File: src/rtl/shwt_pkg.sv
`timescale 1ns / 1ps
// ----------------------------------------------------------------------------
// Sequence high-water table package
// Operation and status codes and the sequencer state type shared by the
// table core.
// ----------------------------------------------------------------------------
package shwt_pkg;

	localparam int SEQ_W = 32;
	localparam int GW_ID_W = 64;

	typedef enum logic [1:0] {
		MODE_LOOKUP  = 2'd0,
		MODE_COMMIT  = 2'd1,
		MODE_RESTORE = 2'd2,
		MODE_IGNORE  = 2'd3
	} mode_t;

	localparam logic [1:0] ST_OK        = 2'd0;
	localparam logic [1:0] ST_NOT_FOUND = 2'd1;
	localparam logic [1:0] ST_FULL      = 2'd2;
	localparam logic [1:0] ST_PERSIST   = 2'd3;

	typedef enum logic [1:0] {
		FSM_IDLE   = 2'd0,
		FSM_SCAN   = 2'd1,
		FSM_DRAIN  = 2'd2,
		FSM_DECIDE = 2'd3
	} fsm_t;

endpackage

File: src/rtl/sequence_high_water_table_core.sv
`timescale 1ns / 1ps
// ----------------------------------------------------------------------------
// Sequence high-water table core
// Per-gateway anti-replay sequence marks with lookup, commit and restore; the fourth mode only answers OK.
// ----------------------------------------------------------------------------
// Each request word is one operation. The core walks the identifier memory
// one entry per cycle through a single comparator, noting the matching entry
// and the lowest free entry, then decides and, where the mode calls for it,
// writes back. req_stall stays high from the walk until that decision is
// made, so a new request is taken only once the last one is decided. The
// response sits in an output register, so a new request is taken while an
// earlier response still waits on rsp_stall; its decision then waits until
// that response has gone.
module sequence_high_water_table_core #(
	parameter int ENTRIES = 8,
	parameter int ID_BYTES = 8
) (
	input  logic                         clk,
	input  logic                         arst_n,
	input  logic                         req_valid,
	output logic                         req_stall,
	input  logic [1:0]                   mode,
	input  logic [shwt_pkg::GW_ID_W-1:0] gateway_id,
	input  logic [shwt_pkg::SEQ_W-1:0]   new_seq,
	input  logic                         persist_ok,
	output logic                         rsp_valid,
	input  logic                         rsp_stall,
	output logic [1:0]                   status,
	output logic [shwt_pkg::SEQ_W-1:0]   seq_out,
	output logic                         store_updated
);

	import shwt_pkg::*;

	localparam int IDX_W = (ENTRIES > 1) ? $clog2(ENTRIES) : 1;
	localparam int ID_W = 8 * ID_BYTES;
	localparam logic [IDX_W-1:0] LAST_IDX = IDX_W'(ENTRIES - 1);

	fsm_t state_q, state_d;

	mode_t             mode_q;
	logic [ID_W-1:0]   id_q;
	logic [SEQ_W-1:0]  seq_q;
	logic              persist_q;

	logic [ENTRIES-1:0] valid_q;
	logic [IDX_W-1:0]   scan_idx_q;
	logic               issue_s1;
	logic [IDX_W-1:0]   idx_s1;

	logic              hit_q;
	logic [IDX_W-1:0]  hit_idx_q;
	logic [SEQ_W-1:0]  hit_seq_q;
	logic              free_q;
	logic [IDX_W-1:0]  free_idx_q;

	logic              rsp_valid_q;
	logic [1:0]        status_q;
	logic [SEQ_W-1:0]  seq_out_q;
	logic              updated_q;

	logic              accept;
	logic              scan_issue;
	logic              out_free;
	logic              decide_go;
	logic              do_write;
	logic [IDX_W-1:0]  ram_addr;
	logic [ID_W-1:0]   rd_id;
	logic [SEQ_W-1:0]  rd_seq;
	logic              id_match;

	logic [1:0]        dec_status;
	logic [SEQ_W-1:0]  dec_seq_out;
	logic              dec_write;
	logic [IDX_W-1:0]  tgt_idx;

	assign accept   = req_valid && !req_stall;
	assign out_free = !rsp_valid_q || !rsp_stall;
	assign id_match = valid_q[idx_s1] && (rd_id == id_q);
	assign do_write = decide_go && dec_write;

	always_comb begin
		state_d = state_q;
		case (state_q)
			FSM_IDLE: begin
				if (req_valid) begin
					state_d = FSM_SCAN;
				end
			end
			FSM_SCAN: begin
				if (scan_idx_q == LAST_IDX) begin
					state_d = FSM_DRAIN;
				end
			end
			FSM_DRAIN: begin
				state_d = FSM_DECIDE;
			end
			FSM_DECIDE: begin
				if (out_free) begin
					state_d = FSM_IDLE;
				end
			end
			default: begin
				state_d = FSM_IDLE;
			end
		endcase
	end

	always_comb begin
		req_stall  = (state_q != FSM_IDLE);
		scan_issue = (state_q == FSM_SCAN);
		decide_go  = (state_q == FSM_DECIDE) && out_free;
		ram_addr   = (state_q == FSM_DECIDE) ? tgt_idx : scan_idx_q;
	end

	always_comb begin
		dec_status  = ST_OK;
		dec_seq_out = '0;
		dec_write   = 1'b0;
		tgt_idx     = hit_q ? hit_idx_q : free_idx_q;
		case (mode_q)
			MODE_LOOKUP: begin
				if (hit_q) begin
					dec_seq_out = hit_seq_q;
				end else begin
					dec_status = ST_NOT_FOUND;
				end
			end
			MODE_COMMIT: begin
				if (hit_q && (hit_seq_q >= seq_q)) begin
					dec_status = ST_OK;
				end else if (!hit_q && !free_q) begin
					dec_status = ST_FULL;
				end else if (!persist_q) begin
					dec_status = ST_PERSIST;
				end else begin
					dec_write = 1'b1;
				end
			end
			MODE_RESTORE: begin
				if (hit_q || free_q) begin
					dec_write = 1'b1;
				end else begin
					dec_status = ST_FULL;
				end
			end
			default: begin
				dec_status = ST_OK;
			end
		endcase
	end

	shwt_ram #(
		.WIDTH(ID_W),
		.DEPTH(ENTRIES)
	) u_id_ram (
		.clk  (clk),
		.addr (ram_addr),
		.we   (do_write),
		.wdata(id_q),
		.rdata(rd_id)
	);

	shwt_ram #(
		.WIDTH(SEQ_W),
		.DEPTH(ENTRIES)
	) u_seq_ram (
		.clk  (clk),
		.addr (ram_addr),
		.we   (do_write),
		.wdata(seq_q),
		.rdata(rd_seq)
	);

	always_ff @(posedge clk or negedge arst_n) begin
		if (!arst_n) begin
			state_q     <= FSM_IDLE;
			valid_q     <= '0;
			scan_idx_q  <= '0;
			issue_s1    <= 1'b0;
			hit_q       <= 1'b0;
			free_q      <= 1'b0;
			rsp_valid_q <= 1'b0;
		end else begin
			state_q  <= state_d;
			issue_s1 <= scan_issue;
			if (accept) begin
				scan_idx_q <= '0;
				hit_q      <= 1'b0;
				free_q     <= 1'b0;
			end else if (scan_issue) begin
				scan_idx_q <= scan_idx_q + 1'b1;
			end
			if (issue_s1) begin
				if (id_match) begin
					hit_q <= 1'b1;
				end
				if (!valid_q[idx_s1] && !free_q) begin
					free_q <= 1'b1;
				end
			end
			if (do_write) begin
				valid_q[tgt_idx] <= 1'b1;
			end
			if (decide_go) begin
				rsp_valid_q <= 1'b1;
			end else if (!rsp_stall) begin
				rsp_valid_q <= 1'b0;
			end
		end
	end

	always_ff @(posedge clk) begin
		idx_s1 <= scan_idx_q;
		if (accept) begin
			mode_q    <= mode_t'(mode);
			id_q      <= gateway_id[ID_W-1:0];
			seq_q     <= new_seq;
			persist_q <= persist_ok;
		end
		if (issue_s1) begin
			if (id_match) begin
				hit_idx_q <= idx_s1;
				hit_seq_q <= rd_seq;
			end
			if (!valid_q[idx_s1] && !free_q) begin
				free_idx_q <= idx_s1;
			end
		end
		if (decide_go) begin
			status_q  <= dec_status;
			seq_out_q <= dec_seq_out;
			updated_q <= dec_write;
		end
	end

	assign rsp_valid     = rsp_valid_q;
	assign status        = status_q;
	assign seq_out       = seq_out_q;
	assign store_updated = updated_q;

`ifndef SYNTHESIS
	a_alloc_needs_free: assert property (@(posedge clk) disable iff (!arst_n)
		do_write && !hit_q |-> free_q)
		else $error("Allocation without a free entry.");

	a_write_sets_valid: assert property (@(posedge clk) disable iff (!arst_n)
		do_write |=> valid_q[$past(tgt_idx)])
		else $error("Written entry not marked valid.");

	a_updated_is_ok: assert property (@(posedge clk) disable iff (!arst_n)
		rsp_valid_q && updated_q |-> status_q == ST_OK && seq_out_q == '0)
		else $error("Update reported with a bad status or a value.");

	a_lookup_no_write: assert property (@(posedge clk) disable iff (!arst_n)
		state_q == FSM_DECIDE && mode_q == MODE_LOOKUP |-> !do_write)
		else $error("Lookup wrote the table.");
`endif

endmodule

File: src/rtl/shwt_ram.sv
`timescale 1ns / 1ps
// ----------------------------------------------------------------------------
// Single-port RAM
// Generic single-port memory with one write or read per cycle and a
// registered read port.
// ----------------------------------------------------------------------------
module shwt_ram #(
	parameter int WIDTH = 32,
	parameter int DEPTH = 8
) (
	input  logic                                   clk,
	input  logic [(DEPTH > 1 ? $clog2(DEPTH) : 1)-1:0] addr,
	input  logic                                   we,
	input  logic [WIDTH-1:0]                       wdata,
	output logic [WIDTH-1:0]                       rdata
);

	logic [WIDTH-1:0] mem_q [DEPTH];

	always_ff @(posedge clk) begin
		if (we) begin
			mem_q[addr] <= wdata;
		end
		rdata <= mem_q[addr];
	end

endmodule
File: config.mk
export PLATFORM = sky130hd
export DESIGN_NAME = sequence_high_water_table_core
export DESIGN_NICKNAME = d
export VERILOG_FILES = /design/src/rtl/shwt_pkg.sv /design/src/rtl/sequence_high_water_table_core.sv /design/src/rtl/shwt_ram.sv
export SDC_FILE = /design/constraint.sdc
export NUM_CORES = 1
export LEC_CHECK = 0
export BUFFER_PORTS_ARGS = -buffer_cell sky130_fd_sc_hd__buf_2
export CAP_MARGIN = 40
export CORE_MARGIN = 2
export CORE_UTILIZATION = 45
export CTS_CLUSTER_DIAMETER = 200
export DETAILED_ROUTE_END_ITERATION = 8
export PLACE_DENSITY_LB_ADDON = 0.15
export SKIP_LAST_GASP = 1
export SLEW_MARGIN = 40
export SYNTH_ARGS = -nofsm -noshare
export SYNTH_HDL_FRONTEND = slang
export SYNTH_SLANG_ARGS = --single-unit
export TNS_END_PERCENT = 30
File: constraint.sdc
create_clock -name clk -period 8.2 [get_ports clk]
set_clock_uncertainty 0.15 [all_clocks]
set_input_delay 2.46 -clock clk [delete_from_list [all_inputs] [get_ports clk]]
set_output_delay 2.46 -clock clk [all_outputs]
set_load 0.02 [all_outputs]
# [Word level (Yosys, flattened, before mapping)]
# Memories as Yosys holds them, arrays and structs flattened. A register that Yosys moved wholly into a read port is not among the register bits.
# Cells that the tools add are included.
[word_totals] ff_bits=192 mem_bits_rw=768 out_inout_bits=37 elab_cells=94 memories=2
[mem_list] name="u_id_ram.mem_q" words=8 word_bits=64 read_ports=1 rd_ports_with_merged_regs=1 wr=1 line="shwt_ram.sv:18" text="logic [WIDTH-1:0] mem_q [DEPTH];"
[mem_list] name="u_seq_ram.mem_q" words=8 word_bits=32 read_ports=1 rd_ports_with_merged_regs=1 wr=1 line="shwt_ram.sv:18"
[classes] n_addsub=1 n_lt_le_gt_ge=4 eq_ne=11 muxes=33 n_bitwise=1 reduce_logical=24
[ops] op="equality test 64 bit" n=1
[ops] op=">= comparator 32 bit" n=1
[ops] op="two-way mux 1 bit" n=17
[ops] op="two-way mux 2 bit" n=7
[ops] op="two-way mux 3 bit" n=4
[ops] op="logical AND 1 bit" n=8
[ops] op="< comparator 3 x 4 -> 1 bit, second input constant" n=2
[ops] op="bitwise OR 8 bit" n=1
[ops] op="case mux 2 bit (4 select lines)" n=1
[ops] op="equality test 2 bit, second input constant" n=3
[ops] op="zero test 1 bit" n=6
[ops] op="case mux 2 bit (3 select lines)" n=1
[ops] op="AND reduction 2 bit" n=3
[ops] op="equality test 2 x 1 -> 1 bit, second input constant" n=2
[ops] op="zero test 2 bit" n=2
[ops] op="inequality test 2 x 1 -> 1 bit, second input constant" n=2
[ops] op="inequality test 2 bit, second input constant" n=2
[ops] op="nonzero test 2 bit" n=2
[ops] op="adder 3 x 1 -> 3 bit, second input constant" n=1
[ops] op="binary-select mux 1 bit (select 3 bit)" n=1
[ops] op="demux 1 bit (select 3 bit)" n=1
[ops] op="equality test 3 bit, second input constant" n=1
[ops] op=">= comparator 3 x 1 -> 1 bit, second input constant" n=1
[ops] op="AND reduction 3 bit" n=1
[ops] op="other kinds (2)" n=3

# [Longest topological paths before layout]
[depth] word_depth=8 ltp_mapped=11

# [By module]
# From an unflattened synthesis, not the netlist that was laid out.
[unflattened] cells_unflattened=2032 hier_area_um2=39404.0
[by_module_without_submodules] mod="shwt_ram at u_id_ram" n_inst=1 cells_each=1015 area_per_inst_um2=20727.4 seq_area_each_um2=16656.0
[by_module_without_submodules] mod="shwt_ram at u_seq_ram" n_inst=1 cells_each=453 area_per_inst_um2=10500.1 seq_area_each_um2=8328.0
[by_module_without_submodules] mod="sequence_high_water_table_core" n_inst=1 cells_each=564 area_per_inst_um2=8176.6 seq_area_each_um2=5650.4

# [Least setup slack after synthesis]
# OpenSTA, ideal clock, no wires.
[synth_path] path_type="input port to flip-flop" startpoint="in rsp_stall" endpoint="mem u_id_ram.mem_q[0][0] (netlist name), enable pin" setup_ns=0.551 arrival_time_ns=8.107 required_ns=7.499 slack_ns=-0.609 path_stages=6 n_path_buf=1 cell_sequence="nand2_1 -> and2_1 -> and4_1 -> a22oi_1 -> buf_2 -> nor2_1"
[synth_via] elab_chain_len=6
[synth_lines] element="start, declared" line="sequence_high_water_table_core.sv:27" text="input logic rsp_stall,"
[synth_lines] element="zero test 1 bit"
[synth_lines] element="logical OR 1 bit" line="sequence_high_water_table_core.sv:78" text="assign out_free = !rsp_valid_q || !rsp_stall;"
[synth_lines] element="logical AND 1 bit" line="sequence_high_water_table_core.sv:112" text="decide_go = (state_q == FSM_DECIDE) && out_free;"
[synth_lines] element="net decide_go" line="sequence_high_water_table_core.sv:65" text="logic decide_go;"
[synth_lines] element="logical AND 1 bit" line="sequence_high_water_table_core.sv:80" text="assign do_write = decide_go && dec_write;"
[synth_lines] element="two-way mux 1 bit" line="shwt_ram.sv:21" text="if (we) begin"
[synth_lines] element="two-way mux 1 bit (not written as such)" line="shwt_ram.sv:22" text="mem_q[addr] <= wdata;"
[synth_lines] element="end, declared" line="shwt_ram.sv:18"
# The timed path passes the listed nets, and every way through them passes these cells.

# [Worst setup path in the final report]
[layout_path] startpoint="in rsp_stall" endpoint="mem u_id_ram.mem_q[5][15] (netlist name), enable pin"
# Same word-level chain as after synthesis.

==> flow_metrics.tcl <==
set metrics [dict create \
    final_net_count 2736 \
    timing.critical_path.fanout_max 38 \
    dpl.hpwl_um 54900 \
    core-area_um2 85300 \
    postRouteAntennaNets 0 \
    gp_routability_congestion 0.821 \
    worstPathRequired_ns 8.35 \
    synthDominantAreaCellType "edfxtp_1" \
    first_global_vias 22000 \
    report.final.slew_viol_count 0 \
    tritoncts.num_buffers 108 \
    post_drt_via_cell_ratio 5.59 \
    timing_worst_slew_pin_value_ns 0.873 \
    maximum_number_of_pins_on_one_net_before_global_route_repair 139 \
    clk_tree_root_cell "clkbuf_16" \
    detailedRoute.firstIterationViolations 1793 \
    power.net_switching_mw 5.62 \
    number_of_synthesized_flops_with_an_enable_pin 940 \
    drc_violations 0 \
    place_inst 3622 \
    setup_violations 0 \
    ys_async_sr_fraction_pct 1.61 \
    dpl_worst_slack_ns 2.44 \
    met3_usage_pct 3.13 \
    final.min_clock_period_ns 5.03 \
    globalRoute.busiestLayer "met2" \
    cts.sink_count 1056 \
    fin_crit_sh_pct 61.3 \
    finalNonFillerCells 3830 \
    initial_core_util_pct 45.5 \
    synth.distinct_cells 67 \
    total_gr_overflow 0 \
    cts_tree "built" \
    max_cap_violations 0 \
    pwr-share-clk_pct 30.3 \
    layout.filler_cells 6944 \
    synth_top_cells_by_area "edfxtp_1, dfxtp_1, nand2_1, a21oi_1, a22oi_1" \
    timing.hold.worst.class "register to register" \
    ir_worst_vdd_mv 0.298 \
    worstSkewPairLatency_ns 0.67 \
    dieArea_um2 88600 \
    postSynthCellCount 2404 \
    internal_power_mw 11.2 \
    gr-usage-met2_pct 36.8 \
    drive_gt1_share_pct 15.3 \
    groute.layer.met1.usage_pct 28.6 \
    slew-limit-headroom_pct 41.6 \
    area_growth_syn_to_layout_pct 15.4 \
    boundaryPins 140 \
    ys_seq_area_share_pct 79.0 \
    synth.ff_latch_count 1056 \
    sort_of_element_at_the_start_of_the_critical_path "input pin" \
    fmax_ghz 0.199 \
    synth_flop_cell "edfxtp_1" \
    drt_first_pass_iters 5 \
    worst_ep_arrival_time_ns 5.18 \
    fraction_of_power_spent_switching_nets_pct 33.4 \
    placement.io_buffers 139 \
    num_vias 21400 \
    clk_pin_slew_worst_paths_ns 0.06 \
    layout.area.seq_um2 30600 \
    grt_antenna_before_repair 1 \
    yosysWarningCount 0 \
    wl_per_cell_um 25.1 \
    rsz0062_at_grt "false" \
    multi_input_area_um2 7530 \
    mappedNetlistNets 2550 \
    hold_violation_count_in_the_final_report 0 \
    grt_use_total_pct 21.6 \
    synthesis.area_um2 38800 \
    p_comb_share_pct 28.0 \
    die-width_um 298 \
    yosysMostFrequentCell "edfxtp_1" \
    synthesized_area_divided_by_synthesized_cell_count_um2 16.1 \
    die-height_um 298 \
    ctsHtreeMaxLevel 3 \
    post-synth-top-area-fraction_pct 72.8 \
    post-cts-setup-buffer-count 0 \
    p_seq_share_pct 41.8 \
    crit_type "input pin to register" \
    postCtsHoldBufs 0 \
    power_leakage_nw 15.3 \
    cts_resized 0 \
    setup_ws_final_ns 3.17 \
    routed_wl_um 96200 \
    pwr_density_cell_nw_per_um2 375 \
    synth.cells.most_frequent "edfxtp_1, nand2_1, a21oi_1" \
    max-clock-path-buffers 3 \
    run_status "completed" \
    grt_pass1_wl_um 142000 \
    timing.critical_path.to_type "register" \
    placement_rows 107 \
]
-- cell usage in the layout (no fill, tap or decap), drive strengths merged, types with 25 or more instances in the layout --
master	Yosys	final
edfxtp	940	940
nand2	332	332
a21oi	223	223
buf	93	190
clkbuf	22	170
dfxtp	99	99
a22oi	78	78
a211oi	65	65
inv	58	62
o21ai	58	58
ha	43	43
xnor2	34	34
and3	33	33
nor2	30	30
a22o	27	27
a221oi	25	25
-- cell type report --
| class | count | area share [%] |
|---|---|---|
| inverter | 58 | 0.498 |
| sequential | 1056 | 68.4 |
| clock inverter | 36 | 1.27 |
| multi-input combinational | 1175 | 16.8 |
| tap | 1144 | 3.20 |
| antenna | 1 | 0.00559 |
| clock buffer | 169 | 7.05 |
| timing repair buffer | 191 | 2.74 |
-- final timing paths --
| kind | from | endpoint | slack [ns] | cells past startpoint |
|---|---|---|---|---|
| setup / recovery | rsp_stall | u_id_ram.mem_q[5][15] | 3.17 | 9 |
| min in group asynchronous | arst_n | valid_q[7] | 1.60 | 1 |
| setup reg to reg | state_q[1] | u_id_ram.mem_q[5][15] | 3.60 | 9 |
| hold reg to reg | u_seq_ram.rdata[5] | hit_seq_q[5] | 0.25 | 0 |
| max in group asynchronous | arst_n | hit_q | 5.96 | 1 |
| hold / removal | u_seq_ram.rdata[5] | hit_seq_q[5] | 0.25 | 0 |
-- power groups by stage --
stage	clock network [mW]	logic, mW	registers, mW
final	5.09	4.70	7.02
after detailed placement	0	4.71	7.13
after global placement	0	4.61	7.11
after global routing	5.38	5.12	7.08
after floorplan	0	3.02	7.02
after CTS	5.17	4.74	7.02
-- per-layer routing --
layer	up-vias	part of all wire, %
met3	157	5.0
met5	-	0
li1	9651	-
met4	0	2.9
met2	620	50
met1	11000	43
-- logic make-up after synthesis --
family | after synthesis | share of synthesized area (%)
AO/OA/AOI/OAI | 564 | 9.42
XOR/XNOR | 46 | 1.04
adder cells (fa/ha/maj) | 43 | 1.39
buffers and inverters | 173 | 2.06
flip-flops | 1056 | 79.0
multiplexers | 45 | 1.63
AND/OR/NAND/NOR | 477 | 5.49
-- worst max-delay path, cell delays in order --
cell and delay [ns]:
buf_2 0.12, nand2_1 0.09, and2_4 0.50, and4_1 0.28, a22oi_2 0.11, buf_4 0.23, buf_4 0.18, nor2_4 0.59
buf_4 0.55
-- stage by stage --
stage | utilization, % | hold WS (ns) | setup TNS [ns] | area (µm²) | power [mW]
after floorplan | - | 0.236 | -424.12 | 38800 | 10.0
after global placement | 48.0 | 0.237 | 0 | 40900 | 11.7
after detailed placement | 48.1 | 0.240 | 0 | 41000 | 11.8
after CTS | 52.4 | 0.254 | 0 | 44700 | 16.9
after global routing | 52.5 | 0.255 | 0 | 44800 | 17.6
final | 52.5 | 0.253 | 0 | 44800 | 16.8
-- sequential cells by signal, summed over array words and instances (netlist names) --
signal / count
free_q: 1
hit_idx_q: 3
free_idx_q: 3
seq_out: 32
persist_q: 1
u_id_ram.rdata: 64
scan_idx_q: 3
id_q: 64
idx_s1: 3
valid_q: 8
mode_q: 2
hit_seq_q: 32
u_seq_ram.rdata: 32
state_q: 2
issue_s1: 1
seq_q: 32
store_updated: 1
hit_q: 1
u_id_ram.mem_q: 512
status: 2
u_seq_ram.mem_q: 256
rsp_valid: 1
No activity file was read; power rests on OpenSTA's default activity.
